File: src/rtl/tbce_pkg.sv
// Shared types and constants of the tail-biting convolutional encoder.
package tbce_pkg;

    localparam int GEN_W      = 16;
    localparam int CL_W       = 5;
    localparam int APB_ADDR_W = 4;
    localparam int APB_DATA_W = 32;
    localparam int TDATA_W    = 8;

    localparam logic [GEN_W-1:0] GEN_A_RESET = 16'd91;
    localparam logic [GEN_W-1:0] GEN_B_RESET = 16'd121;
    localparam logic [CL_W-1:0]  CL_RESET    = 5'd7;

    typedef enum logic [1:0] {
        REG_GEN_A      = 2'd0,
        REG_GEN_B      = 2'd1,
        REG_CONSTRAINT = 2'd2
    } reg_idx_t;

    typedef struct packed {
        logic [GEN_W-1:0] generator_a;
        logic [GEN_W-1:0] generator_b;
        logic [CL_W-1:0]  constraint_length;
    } cfg_t;

    typedef struct packed {
        logic tail_active;
        logic frame_open;
    } stat_t;

endpackage

File: src/rtl/tail_biting_conv_encoder.sv
// Top level of the rate one-half tail-biting convolutional encoder.
//
// Information bits enter on the s_ stream, one bit per transaction, with
// s_tlast on the last bit of a frame. Code pairs leave on the m_ stream:
// m_tdata[1:0] = {code_bit_b, code_bit_a}, m_tlast on the final pair and
// m_tuser set on the single result of a frame of K bits or fewer.
// The APB port holds generator_a (0x0), generator_b (0x4) and
// constraint_length K (0x8); write them only while no frame is in flight.
// Throughput is one bit per cycle unless a tail wrap or a receiver stall
// holds the flow; a code pair appears in the cycle after its bit is taken.
// The first K bits of a frame load the register and give no output. On the
// frame's last bit the saved head bits are replayed: s_tready stays low for
// the wrap; K tail pairs leave the single result register, one per cycle as taken.
// When the receiver stalls, the result register holds its pair and s_tready
// drops until the pair is taken; a new bit is accepted in the same cycle the
// pending pair leaves. Reset clears the frame state and the result valid flag and
// restores the register defaults (91, 121, 7).
module tail_biting_conv_encoder
    import tbce_pkg::*;
#(
    parameter int MAX_CONSTRAINT = 16
) (
    input  logic                  aclk,
    input  logic                  aresetn,
    input  logic                  psel,
    input  logic                  penable,
    input  logic                  pwrite,
    input  logic [APB_ADDR_W-1:0] paddr,
    input  logic [APB_DATA_W-1:0] pwdata,
    output logic [APB_DATA_W-1:0] prdata,
    output logic                  pready,
    input  logic                  s_tvalid,
    output logic                  s_tready,
    input  logic [TDATA_W-1:0]    s_tdata,  // [0] data_bit, [7:1] zero
    input  logic                  s_tlast,
    output logic                  m_tvalid,
    input  logic                  m_tready,
    output logic [TDATA_W-1:0]    m_tdata,  // [0] code_bit_a, [1] code_bit_b, [7:2] zero
    output logic                  m_tlast,
    output logic                  m_tuser   // [0] frame_error
);

    cfg_t  cfg;
    stat_t stat;
    logic  code_a;
    logic  code_b;

    tbce_cfg u_cfg (
        .aclk    (aclk),
        .aresetn (aresetn),
        .psel    (psel),
        .penable (penable),
        .pwrite  (pwrite),
        .paddr   (paddr),
        .pwdata  (pwdata),
        .prdata  (prdata),
        .pready  (pready),
        .cfg     (cfg)
    );

    tbce_encoder #(
        .MAX_CONSTRAINT (MAX_CONSTRAINT)
    ) u_encoder (
        .aclk     (aclk),
        .aresetn  (aresetn),
        .cfg      (cfg),
        .s_tvalid (s_tvalid),
        .s_tready (s_tready),
        .s_bit    (s_tdata[0]),
        .s_tlast  (s_tlast),
        .m_tvalid (m_tvalid),
        .m_tready (m_tready),
        .m_code_a (code_a),
        .m_code_b (code_b),
        .m_tlast  (m_tlast),
        .m_tuser  (m_tuser),
        .stat     (stat)
    );

    assign m_tdata = {{(TDATA_W-2){1'b0}}, code_b, code_a};

    a_error_clean: assert property (@(posedge aclk) disable iff (!aresetn)
        m_tvalid && m_tuser |-> !m_tlast && (m_tdata == '0))
        else $error("error result carries code bits or tlast");

    a_tail_blocks_input: assert property (@(posedge aclk) disable iff (!aresetn)
        stat.tail_active |-> !s_tready)
        else $error("input accepted during tail wrap");

    a_last_ends_tail: assert property (@(posedge aclk) disable iff (!aresetn)
        m_tvalid && m_tready && m_tlast |-> !stat.tail_active)
        else $error("final pair sent while tail still active");

    a_tail_in_frame: assert property (@(posedge aclk) disable iff (!aresetn)
        stat.tail_active |-> stat.frame_open)
        else $error("tail wrap without an open frame");

endmodule

File: src/rtl/tbce_cfg.sv
// APB register file holding the generator masks and the constraint length.
module tbce_cfg
    import tbce_pkg::*;
(
    input  logic                  aclk,
    input  logic                  aresetn,
    input  logic                  psel,
    input  logic                  penable,
    input  logic                  pwrite,
    input  logic [APB_ADDR_W-1:0] paddr,
    input  logic [APB_DATA_W-1:0] pwdata,
    output logic [APB_DATA_W-1:0] prdata,
    output logic                  pready,
    output cfg_t                  cfg
);

    cfg_t     cfg_reg;
    cfg_t     cfg_next;
    reg_idx_t reg_idx;
    logic     wr_en;

    assign pready  = 1'b1;
    assign wr_en   = psel && penable && pwrite && pready;
    assign reg_idx = reg_idx_t'(paddr[3:2]);
    assign cfg     = cfg_reg;

    always_comb begin
        cfg_next = cfg_reg;
        if (wr_en) begin
            case (reg_idx)
                REG_GEN_A:      cfg_next.generator_a       = pwdata[GEN_W-1:0];
                REG_GEN_B:      cfg_next.generator_b       = pwdata[GEN_W-1:0];
                REG_CONSTRAINT: cfg_next.constraint_length = pwdata[CL_W-1:0];
                default:        cfg_next = cfg_reg;
            endcase
        end
    end

    always_comb begin
        case (reg_idx)
            REG_GEN_A:      prdata = APB_DATA_W'(cfg_reg.generator_a);
            REG_GEN_B:      prdata = APB_DATA_W'(cfg_reg.generator_b);
            REG_CONSTRAINT: prdata = APB_DATA_W'(cfg_reg.constraint_length);
            default:        prdata = '0;
        endcase
    end

    always_ff @(posedge aclk) begin
        if (!aresetn) begin
            cfg_reg.generator_a       <= GEN_A_RESET;
            cfg_reg.generator_b       <= GEN_B_RESET;
            cfg_reg.constraint_length <= CL_RESET;
        end else begin
            cfg_reg <= cfg_next;
        end
    end

endmodule

File: src/rtl/tbce_encoder.sv
// Encoder datapath: shift register, head capture, tail wrap and result register.
module tbce_encoder
    import tbce_pkg::*;
#(
    parameter int MAX_CONSTRAINT = 16
) (
    input  logic               aclk,
    input  logic               aresetn,
    input  cfg_t               cfg,
    input  logic               s_tvalid,
    output logic               s_tready,
    input  logic               s_bit,
    input  logic               s_tlast,
    output logic               m_tvalid,
    input  logic               m_tready,
    output logic               m_code_a,
    output logic               m_code_b,
    output logic               m_tlast,
    output logic               m_tuser,
    output stat_t              stat
);

    localparam int KW = $clog2(MAX_CONSTRAINT + 1);
    localparam int IW = $clog2(MAX_CONSTRAINT);
    localparam int CW = (KW > CL_W) ? KW : CL_W;

    typedef logic [MAX_CONSTRAINT-1:0] sreg_t;

    sreg_t           sr_reg, sr_next;
    sreg_t           head_reg, head_next;
    logic [KW-1:0]   cnt_reg, cnt_next;
    logic [KW-1:0]   tail_cnt_reg, tail_cnt_next;
    logic            tail_reg, tail_next;
    logic            mvalid_reg, mvalid_next;
    logic            code_a_reg, code_a_next;
    logic            code_b_reg, code_b_next;
    logic            last_reg, last_next;
    logic            err_reg, err_next;

    logic [CW-1:0]   cl_ext;
    logic [KW-1:0]   k;
    logic [KW-1:0]   head_pos;
    sreg_t           kmask;
    sreg_t           sr_shift;
    logic            shift_bit;
    logic            out_free;
    logic            accept;
    logic            tail_step;
    logic            tail_last;
    logic            pair_a;
    logic            pair_b;

    always_comb begin
        cl_ext = CW'(cfg.constraint_length);
        if (cl_ext == '0) begin
            k = KW'(1);
        end else if (cl_ext > CW'(MAX_CONSTRAINT)) begin
            k = KW'(MAX_CONSTRAINT);
        end else begin
            k = KW'(cl_ext);
        end
    end

    always_comb begin
        for (int j = 0; j < MAX_CONSTRAINT; j++) begin
            kmask[j] = (KW'(j) < k);
        end
    end

    assign out_free  = !mvalid_reg || m_tready;
    assign s_tready  = !tail_reg && out_free;
    assign accept    = s_tvalid && s_tready;
    assign tail_step = tail_reg && out_free;
    assign tail_last = (tail_cnt_reg == (k - KW'(1)));
    assign head_pos  = k - KW'(1) - tail_cnt_reg;
    assign shift_bit = tail_reg ? head_reg[head_pos[IW-1:0]] : s_bit;
    assign sr_shift  = {sr_reg[MAX_CONSTRAINT-2:0], shift_bit};
    assign pair_a    = ^(sr_shift & kmask & sreg_t'(cfg.generator_a));
    assign pair_b    = ^(sr_shift & kmask & sreg_t'(cfg.generator_b));

    always_comb begin
        sr_next       = sr_reg;
        head_next     = head_reg;
        cnt_next      = cnt_reg;
        tail_cnt_next = tail_cnt_reg;
        tail_next     = tail_reg;
        mvalid_next   = mvalid_reg && !m_tready;
        code_a_next   = code_a_reg;
        code_b_next   = code_b_reg;
        last_next     = last_reg;
        err_next      = err_reg;

        if (accept) begin
            sr_next = sr_shift;
            if (cnt_reg < k) begin
                cnt_next  = cnt_reg + KW'(1);
                head_next = sr_shift;
                if (s_tlast) begin
                    mvalid_next = 1'b1;
                    code_a_next = 1'b0;
                    code_b_next = 1'b0;
                    last_next   = 1'b0;
                    err_next    = 1'b1;
                    sr_next     = '0;
                    head_next   = '0;
                    cnt_next    = '0;
                end
            end else begin
                mvalid_next = 1'b1;
                code_a_next = pair_a;
                code_b_next = pair_b;
                last_next   = 1'b0;
                err_next    = 1'b0;
                if (s_tlast) begin
                    tail_next     = 1'b1;
                    tail_cnt_next = '0;
                end
            end
        end else if (tail_step) begin
            sr_next       = sr_shift;
            mvalid_next   = 1'b1;
            code_a_next   = pair_a;
            code_b_next   = pair_b;
            last_next     = tail_last;
            err_next      = 1'b0;
            tail_cnt_next = tail_cnt_reg + KW'(1);
            if (tail_last) begin
                tail_next     = 1'b0;
                tail_cnt_next = '0;
                sr_next       = '0;
                head_next     = '0;
                cnt_next      = '0;
            end
        end
    end

    always_ff @(posedge aclk) begin
        if (!aresetn) begin
            sr_reg       <= '0;
            head_reg     <= '0;
            cnt_reg      <= '0;
            tail_cnt_reg <= '0;
            tail_reg     <= 1'b0;
            mvalid_reg   <= 1'b0;
        end else begin
            sr_reg       <= sr_next;
            head_reg     <= head_next;
            cnt_reg      <= cnt_next;
            tail_cnt_reg <= tail_cnt_next;
            tail_reg     <= tail_next;
            mvalid_reg   <= mvalid_next;
        end
    end

    always_ff @(posedge aclk) begin
        code_a_reg <= code_a_next;
        code_b_reg <= code_b_next;
        last_reg   <= last_next;
        err_reg    <= err_next;
    end

    assign m_tvalid         = mvalid_reg;
    assign m_code_a         = code_a_reg;
    assign m_code_b         = code_b_reg;
    assign m_tlast          = last_reg;
    assign m_tuser          = err_reg;
    assign stat.tail_active = tail_reg;
    assign stat.frame_open  = (cnt_reg != '0);

endmodule
File: config.mk
export PLATFORM = sky130hd
export DESIGN_NAME = tail_biting_conv_encoder
export DESIGN_NICKNAME = d
export VERILOG_FILES = /design/src/rtl/tbce_pkg.sv /design/src/rtl/tail_biting_conv_encoder.sv /design/src/rtl/tbce_cfg.sv /design/src/rtl/tbce_encoder.sv
export SDC_FILE = /design/constraint.sdc
export NUM_CORES = 1
export LEC_CHECK = 0
export ABC_CLOCK_PERIOD_IN_PS = 4350
export BUFFER_PORTS_ARGS = -buffer_cell sky130_fd_sc_hd__buf_2
export CORE_MARGIN = 2
export CORE_UTILIZATION = 50
export DETAILED_ROUTE_END_ITERATION = 8
export GPL_ROUTABILITY_DRIVEN = 1
export PLACE_DENSITY = 0.83
export SLEW_MARGIN = 20
export SYNTH_ARGS = -nofsm -noshare
export SYNTH_HDL_FRONTEND = slang
export SYNTH_SLANG_ARGS = --single-unit
File: constraint.sdc
create_clock -name aclk -period 4.35 [get_ports aclk]
set_clock_uncertainty 0.1 [all_clocks]
set_input_delay 0.2175 -clock aclk [delete_from_list [all_inputs] [get_ports aclk]]
set_output_delay 0.2175 -clock aclk [all_outputs]
set_load 0.03 [all_outputs]
==> results of run 1 <==
[cell type report]
cell class,instances,area [sq um]
Sequential cell,84,1720
Clock buffer,10,128
Multi-Input combinational cell,439,2840
Tap cell,129,161
Fill cell,795,4060
Clock inverter,5,77.6
Inverter,10,37.5
Timing Repair Buffer,55,295
[synthesized netlist by cell type (2+ instances only)]
| library cell | count | area (sq um) |
|---|---|---|
| ha_1 | 12 | 150 |
| nor4_1 | 5 | 31.3 |
| a21oi_1 | 9 | 45.0 |
| xnor3_1 | 2 | 45.0 |
| o211ai_1 | 6 | 45.0 |
| conb_1 | 2 | 7.51 |
| a221oi_1 | 2 | 17.5 |
| o21a_1 | 2 | 15.0 |
| a31oi_1 | 3 | 18.8 |
| o31ai_1 | 2 | 15.0 |
| a21o_1 | 3 | 22.5 |
| o311ai_0 | 3 | 26.3 |
| o21ai_0 | 17 | 85.1 |
| a22oi_1 | 16 | 120 |
| or2_2 | 3 | 18.8 |
| mux4_2 | 4 | 90.1 |
| nand2b_1 | 2 | 12.5 |
| buf_2 | 4 | 20.0 |
| a211o_1 | 3 | 26.3 |
| nor2_1 | 46 | 173 |
| a211oi_1 | 2 | 15.0 |
| nor3_1 | 3 | 15.0 |
| dfxtp_1 | 80 | 1600 |
| buf_6 | 2 | 22.5 |
| xor2_1 | 13 | 114 |
| inv_1 | 10 | 37.5 |
| nand3b_1 | 2 | 15.0 |
| buf_4 | 25 | 188 |
| xnor2_1 | 13 | 114 |
| nor2b_1 | 22 | 138 |
| and3_1 | 4 | 25.0 |
| a21boi_0 | 28 | 210 |
| clkbuf_1 | 21 | 78.8 |
| and2_1 | 3 | 18.8 |
| nand3_1 | 28 | 140 |
| nand2_1 | 98 | 368 |
| buf_1 | 3 | 11.3 |
| edfxtp_1 | 4 | 120 |
| mux2i_1 | 41 | 410 |
[metal layers]
layer	vias to the layer above	track usage	share of wire
li1	1991	-	-
met1	1956	0.308	0.43
met2	180	0.386	0.48
met3	24	0.0495	0.068
met4	0	0.0656	0.018
met5	-	0	0
[critical path: stages, from the launching register on]
cell      delay [ps]
dfxtp_1          470
nor3_1           300
nor2_1            60
nor2_1           220
ha_1             340
fa_1             740
mux4_2           550
mux2i_1          240
a211o_1          130
o311ai_0         160
xnor3_1          270
nor2_1            50
[stage by stage]
stage               hold WS [ps]  cell area, sq um  power, uW  instances
floorplan                    241              4940        962        589
global placement             340              5050        983        716
detailed placement           348              5050        988        716
CTS                         2.92              5260       1560        732
global route                6.51              5260       1620        732
finish                      6.34              5260       1570        732
[report_power, final]
group | switching (uW) | total, uW | leakage [uW] | internal [uW]
clock network | 275 | 593 | 0.000102 | 319
registers | 10.4 | 795 | 0.000685 | 785
logic | 122 | 180 | 0.00128 | 57.8
total | 407 | 1570 | 0.00207 | 1160
[worst min-delay path by stage]
| stage | slack [ps] | cells after the start | endpoint | startpoint |
|---|---|---|---|---|
| after floorplan | 240 | 2 | u_cfg.cfg[21] | pwdata[0] |
| final | 6 | 3 | u_cfg.cfg[10] | pwdata[5] |
| after global placement | 340 | 3 | u_cfg.cfg[11] | pwdata[6] |
| after CTS | 3 | 3 | u_cfg.cfg[21] | pwdata[0] |
| after detailed placement | 350 | 3 | u_cfg.cfg[27] | pwdata[6] |
| after global routing | 7 | 3 | u_cfg.cfg[10] | pwdata[5] |
[logic make-up (layout without fill, tap and decap cells)]
logic type | count (synthesis) | in the layout | synth area share
AND/OR/NAND/NOR | 222 | 222 | 0.209
AO/OA/AOI/OAI | 107 | 107 | 0.158
flip-flops | 84 | 84 | 0.354
buffers and inverters | 66 | 80 | 0.0778
multiplexers | 45 | 45 | 0.103
XOR/XNOR | 29 | 29 | 0.0610
adder cells (fa/ha/maj) | 13 | 13 | 0.0350
other | 2 | 23 | 0.00155
[repair_timing]
action                                  4_1_cts  5_1_grt
hold endpoints to repair                      2        0
endpoints found under the setup margin        0        0
gates resized for setup                       0        0
buffers inserted                              0        0
hold buffers                                  1        0
==> results.json, run 1 <==
{
  "status": "completed",
  "crit_type": "reg2reg",
  "synth.cell_area_sq_um": 4860,
  "r2r_slack_ps": 480,
  "grt_first_pass_wirelength_microns": 19200,
  "end_kind": "flop",
  "wl_per_cell_microns": 15.9,
  "endpoint": "u_encoder.m_code_a",
  "yosysSeqAreaShare": 0.354,
  "preCtsSetupSlack_ps": 476,
  "post-route-drc-count": 0,
  "antenna_found_initial": 0,
  "cts_made_buffers": 9,
  "grt_util_all_layers": 0.233,
  "viasPerCell": 5.67,
  "place.gp.congestion": 0.856,
  "postRouteWirelength_microns": 11600,
  "cp.required_ps": 4360,
  "cts_sinks": 84,
  "vias": 4151,
  "r2r-start": "u_cfg.cfg[1]",
  "rr_worst_depth": 11,
  "syn_inst": 568,
  "dieArea_sq_um": 10500,
  "clockBufferDepth": 2,
  "nets": 664,
  "largest_reg_flops": 37,
  "yosys_warnings": 0,
  "core_sq_um": 9330,
  "start_util": 0.521,
  "cts-root-buf": "clkbuf_8",
  "htree_levels": 3,
  "power_density_nw_per_um2": 298,
  "cp.arrival_ps": 3880,
  "diodes": 0,
  "drv_slew": 0,
  "max_cap_violations": 0,
  "path_max_fanout": 15,
  "leakage_uw": 0.00207,
  "ant_nets": 0,
  "ys_types": 59,
  "startpoint_type": "flop",
  "min_period_ps": 3870,
  "synth_edf_count": 4,
  "tightest_slew_ps": 1160,
  "hpwlAfterDp_microns": 8410,
  "first_pass_iters": 4,
  "period_share": 0.890,
  "io_pins": 97,
  "drive_gt1_frac": 0.133,
  "synthFlopType": "dfxtp_1",
  "relSlewSlack": 0.226,
  "fin_util": 0.564,
  "hold_path_class": "in2reg",
  "drt_iter0_markers": 307,
  "rsz0062_at_grt": "no",
  "rows": 35,
  "final_common_cell": "nand2_1",
  "synth_area_per_cell_sq_um": 8.55,
  "cts_tree": "built",
  "grt_pass1_vias": 3946,
  "r2r-end": "u_encoder.m_code_a",
  "crit_start": "u_cfg.cfg[1]",
  "hold_viol_final": 0,
  "grt_start_max_net_pins": 61,
  "fmax_mhz": 258,
  "port_buffers": 48,
  "chipWidth_microns": 103,
  "async_flop_share": 0,
  "setup_tns_ps": 0,
  "layout_common_cells": "98 x nand2_1, 80 x dfxtp_1, 48 x buf_2",
  "clkTransAtPathRegs_ps": 90,
  "setup_violations": 0,
  "synth-seq-cells": 84,
  "grt_overflow": 0,
  "final.setup.worst_slack_ps": 480,
  "syn_to_final_growth_pct": 8.34,
  "clk_latency_ps": 350,
  "dieHeight_microns": 103,
  "peakVddDrop_mv": 0.193
}
Note: power is estimated with default switching activity, not from simulation.
==> inputs of run 2 (changes only) <==
Settings changed: REMOVE_ABC_BUFFERS from default to 1.
==> results.json, run 2 (synthesis gave the netlist of run 1 again) <==
{
  "antenna_found_initial": 0,
  "critPathSlowestCell": "fa_1",
  "path_max_fanout": 4,
  "core_sq_um": 9330,
  "clk_latency_ps": 350,
  "sequentialPowerShare": 0.526,
  "largest_reg_flops": 37,
  "setup_tns_ps": 0,
  "clockBufferDepth": 2,
  "fin_util": 0.567,
  "peakVddDrop_mv": 0.136,
  "relSlewSlack": 0.370,
  "switchingPower_uw": 401,
  "status": "completed",
  "crit_cells": 11,
  "startpoint_type": "flop",
  "grt_overflow": 0,
  "nFillCells": 831,
  "cp.required_ps": 4460,
  "htree_levels": 3,
  "grt_start_max_net_pins": 61,
  "syn_to_final_growth_pct": 8.81,
  "leakage_uw": 0.00208,
  "postRouteWirelength_microns": 11200,
  "cts_tree": "built",
  "chipWidth_microns": 103,
  "placed_cells": 719,
  "final_common_cell": "nand2_1",
  "path_buf_inv": 0,
  "post-route-drc-count": 0,
  "dieArea_sq_um": 10500,
  "cts_sinks": 84,
  "hold_path_depth": 3,
  "dieHeight_microns": 103,
  "rr_worst_depth": 11,
  "wl_per_cell_microns": 15.2,
  "period_share": 0.849,
  "min_period_ps": 3690,
  "grt_pass1_vias": 3862,
  "io_pins": 97,
  "rows": 35,
  "p_int_uw": 1110,
  "port_buffers": 48,
  "rsz0062_at_grt": "no",
  "grt_first_pass_wirelength_microns": 18300,
  "drive_gt1_frac": 0.138,
  "cpPeakStageDelay_ps": 730,
  "max_cap_violations": 0,
  "start_util": 0.521,
  "drv_slew": 0,
  "switching_share": 0.266,
  "p_clk_frac": 0.354,
  "clkTransAtPathRegs_ps": 90,
  "vias": 4162,
  "p_comb_frac": 0.120,
  "drt_iter0_markers": 223,
  "crit_family": "adder cells",
  "hold_path_class": "in2reg",
  "fmax_mhz": 271,
  "tightest_slew_ps": 943,
  "hold_viol_final": 0,
  "setup_violations": 0,
  "nets": 668,
  "viasPerCell": 5.65,
  "first_pass_iters": 5,
  "crit_type": "reg2reg",
  "place.gp.congestion": 0.834,
  "cts_made_buffers": 9,
  "layout_common_cells": "98 x nand2_1, 80 x dfxtp_1, 48 x buf_2",
  "power_density_nw_per_um2": 285,
  "cp.arrival_ps": 3800,
  "grt_util_all_layers": 0.222,
  "end_kind": "flop",
  "diodes": 0,
  "hpwlAfterDp_microns": 8220,
  "cts-root-buf": "clkbuf_8",
  "ant_nets": 0,
  "final_cells": 737,
  "path_cells": "nor3_1 > nor2_1 > nor2_1 > ha_1 > fa_1 > mux4_2 > mux2i_1 > a21boi_0 > o31ai_1 > a21o_1 > mux2i_1"
}
==> run 2: routing by layer <==
layer	GRT usage	routed length (microns)
met1	0.283	4730
met2	0.374	5440
met3	0.0393	703
met4	0.0913	320
met5	0	0
==> run 2: final timing paths <==
check / from / to / slack, ps
worst max-delay path: u_cfg.cfg[1] / u_encoder.m_code_b / 660
worst min-delay path: pwdata[0] / u_cfg.cfg[21] / 10
worst max register to register: u_cfg.cfg[1] / u_encoder.m_code_b / 660
worst min register to register: u_cfg.cfg[20] / u_cfg.cfg[20] / 390
==> run 2: per-stage QoR <==
step / hold slack, ps / power (uW) / setup WS, ps / area [sq um]
after floorplan: 179 / 926 / 570 / 4600
after global placement: 342 / 984 / 824 / 5080
after detailed placement: 348 / 988 / 680 / 5080
after CTS: 6.55 / 1520 / 647 / 5280
after global routing: 7.62 / 1580 / 396 / 5290
final: 11.2 / 1510 / 657 / 5290
==> run 2: cell type report <==
type,count,area [sq um],share of cell area
clock buffers,11,131,0.0249
clock inverters,5,52.6,0.00994
inverters,10,37.5,0.00710
multi-input cells,439,2850,0.540
flip-flops and latches,84,1720,0.326
well taps,129,161,0.0305
repair buffers,59,328,0.0620
==> run 2: power groups by stage <==
stage	clock, uW	sequential (uW)	combinational (uW)
2_1_floorplan	0	814	112
3_3_place_gp	0	810	174
3_5_place_dp	0	811	178
4_1_cts	544	792	180
5_1_grt	585	794	196
6_report	534	793	181
==> run 2: repair_timing <==
item / 4_1_cts / 5_1_grt
setup buffers: 0 / 0
endpoints found under the setup margin: 0 / 0
gates resized for setup: 0 / 0
hold buffers: 2 / 0
endpoints found under the hold margin: 3 / 0
==> run 2: worst register-to-register path, delay by kind of cell, from the launching register on <==
kind,cells,cell delay (ps)
multiplexers,3,910
flip-flops,1,330
AO/OA/AOI/OAI,3,590
adder cells (fa/ha/maj),2,1060
AND/OR/NAND/NOR,3,560
==> inputs of run 3 (changes only) <==
Settings changed: ABC_CLOCK_PERIOD_IN_PS 4350 to 3650.
Clock period 4.35 ns to 3.65 ns, I/O delays scaled along.
==> results.json, run 3 (synthesis gave the netlist of run 1 again) <==
{
  "dieHeight_microns": 103,
  "grt_start_max_net_pins": 61,
  "end_kind": "flop",
  "dr_wl_met3_microns": 586,
  "rows": 35,
  "wirelength_met1_microns": 4960,
  "p_comb_frac": 0.125,
  "fmax_mhz": 292,
  "peakVddDrop_mv": 0.185,
  "ant_nets": 0,
  "relSlewSlack": 0.358,
  "rsz0062_at_grt": "no",
  "path_max_fanout": 14,
  "crit_type": "reg2reg",
  "post-route-drc-count": 0,
  "vias": 4211,
  "layout_common_cells": "98 x nand2_1, 80 x dfxtp_1, 48 x buf_2",
  "finalInstanceArea_sq_um": 5460,
  "cts-root-buf": "clkbuf_8",
  "leakage_uw": 0.00214,
  "diodes": 0,
  "p_total_uw": 1840,
  "start_util": 0.521,
  "top_layer": "met4",
  "hpwlAfterDp_microns": 8300,
  "first_pass_iters": 4,
  "status": "completed",
  "core_sq_um": 9330,
  "nets": 682,
  "grt_overflow": 0,
  "setup_violations": 0,
  "multi_input_area_sq_um": 2880,
  "drv_slew": 0,
  "power_density_nw_per_um2": 337,
  "wl_per_cell_microns": 15.6,
  "syn_to_final_growth_pct": 12.3,
  "period_share": 0.939,
  "preCtsSetupSlack_ps": 81.3,
  "chipWidth_microns": 103,
  "htree_levels": 3,
  "final.setup.worst_slack_ps": 221,
  "cp.required_ps": 3760,
  "min_period_ps": 3430,
  "antenna_found_initial": 0,
  "cts_made_buffers": 9,
  "grt_pass1_vias": 4027,
  "regArea_sq_um": 1720,
  "sequentialPowerShare": 0.514,
  "viasPerCell": 5.61,
  "hold_path_class": "in2reg",
  "nFillCells": 812,
  "drive_gt1_frac": 0.143,
  "switching_share": 0.274,
  "cp.arrival_ps": 3540,
  "clockBufferDepth": 2,
  "wl_met2_microns": 5940,
  "place_area_sq_um": 5080,
  "drt_iter0_markers": 197,
  "place.gp.congestion": 0.895,
  "io_pins": 97,
  "largest_reg_flops": 37,
  "hold_viol_final": 0,
  "postRouteWirelength_microns": 11700,
  "switchingPower_uw": 504,
  "final_common_cell": "nand2_1",
  "cts_sinks": 84,
  "clkTransAtPathRegs_ps": 80,
  "p_clk_frac": 0.361,
  "clk_latency_ps": 360,
  "startpoint_type": "flop",
  "grt_first_pass_wirelength_microns": 19100,
  "port_buffers": 48,
  "hold-worst-slack_ps": 56.2,
  "cts_tree": "built",
  "tightest_slew_ps": 962,
  "p_int_uw": 1330,
  "dieArea_sq_um": 10500,
  "max_cap_violations": 0,
  "grt_util_all_layers": 0.233,
  "cts_setup_buffers": 0
}
-- run 3: through the flow --
step	util	setup TNS (ps)	instances
after global placement	0.544	0	719
after CTS	0.582	0	751
after global routing	0.585	0	751
final	0.585	0	751
after detailed placement	0.544	0	719
after floorplan	-	-2730	533
-- run 3: final cells by class --
type | instances | area share
Multi-Input combinational cell | 439 | 0.528
Sequential cell | 84 | 0.315
Timing Repair Buffer | 73 | 0.0857
Tap cell | 129 | 0.0296
Clock buffer | 10 | 0.0234
Clock inverter | 6 | 0.0115
Inverter | 10 | 0.00688
-- run 3: critical path, stage by stage, from the launching register on --
cell and delay [ps]:
dfxtp_1 360, buf_4 210, nand2_1 130, ha_1 360, fa_2 650, mux4_2 530
mux2i_2 200, a21boi_0 210, o31ai_1 170, a21o_1 210, mux2i_1 140
-- run 3: worst paths after layout --
kind	start	end	slack (ps)	cells after the start
worst max-delay path	u_cfg.cfg[1]	u_encoder.m_code_b	220	10
worst min-delay path	s_tlast	u_encoder.tail_reg	60	3
worst max register to register	u_cfg.cfg[1]	u_encoder.m_code_b	220	10
worst min register to register	u_cfg.cfg[11]	u_cfg.cfg[11]	390	2
-- run 3: routing by layer --
layer	track usage	up-vias
met2	0.402	139
li1	-	2031
met4	0.0964	0
met5	0	-
met1	0.292	2013
met3	0.0359	28
-- run 3: power by group through the flow --
stage,sequential [uW],clock (uW),combinational [uW]
after floorplan,971,0,133
final,945,663,229
after CTS,944,665,225
after global routing,947,713,248
after detailed placement,966,0,211
after global placement,966,0,206
-- run 3: repair_timing --
action,4_1_cts,5_1_grt
gates resized for setup,0,4
hold buffers,16,0
endpoints found under the hold margin,32,0
endpoints found under the setup margin,0,4
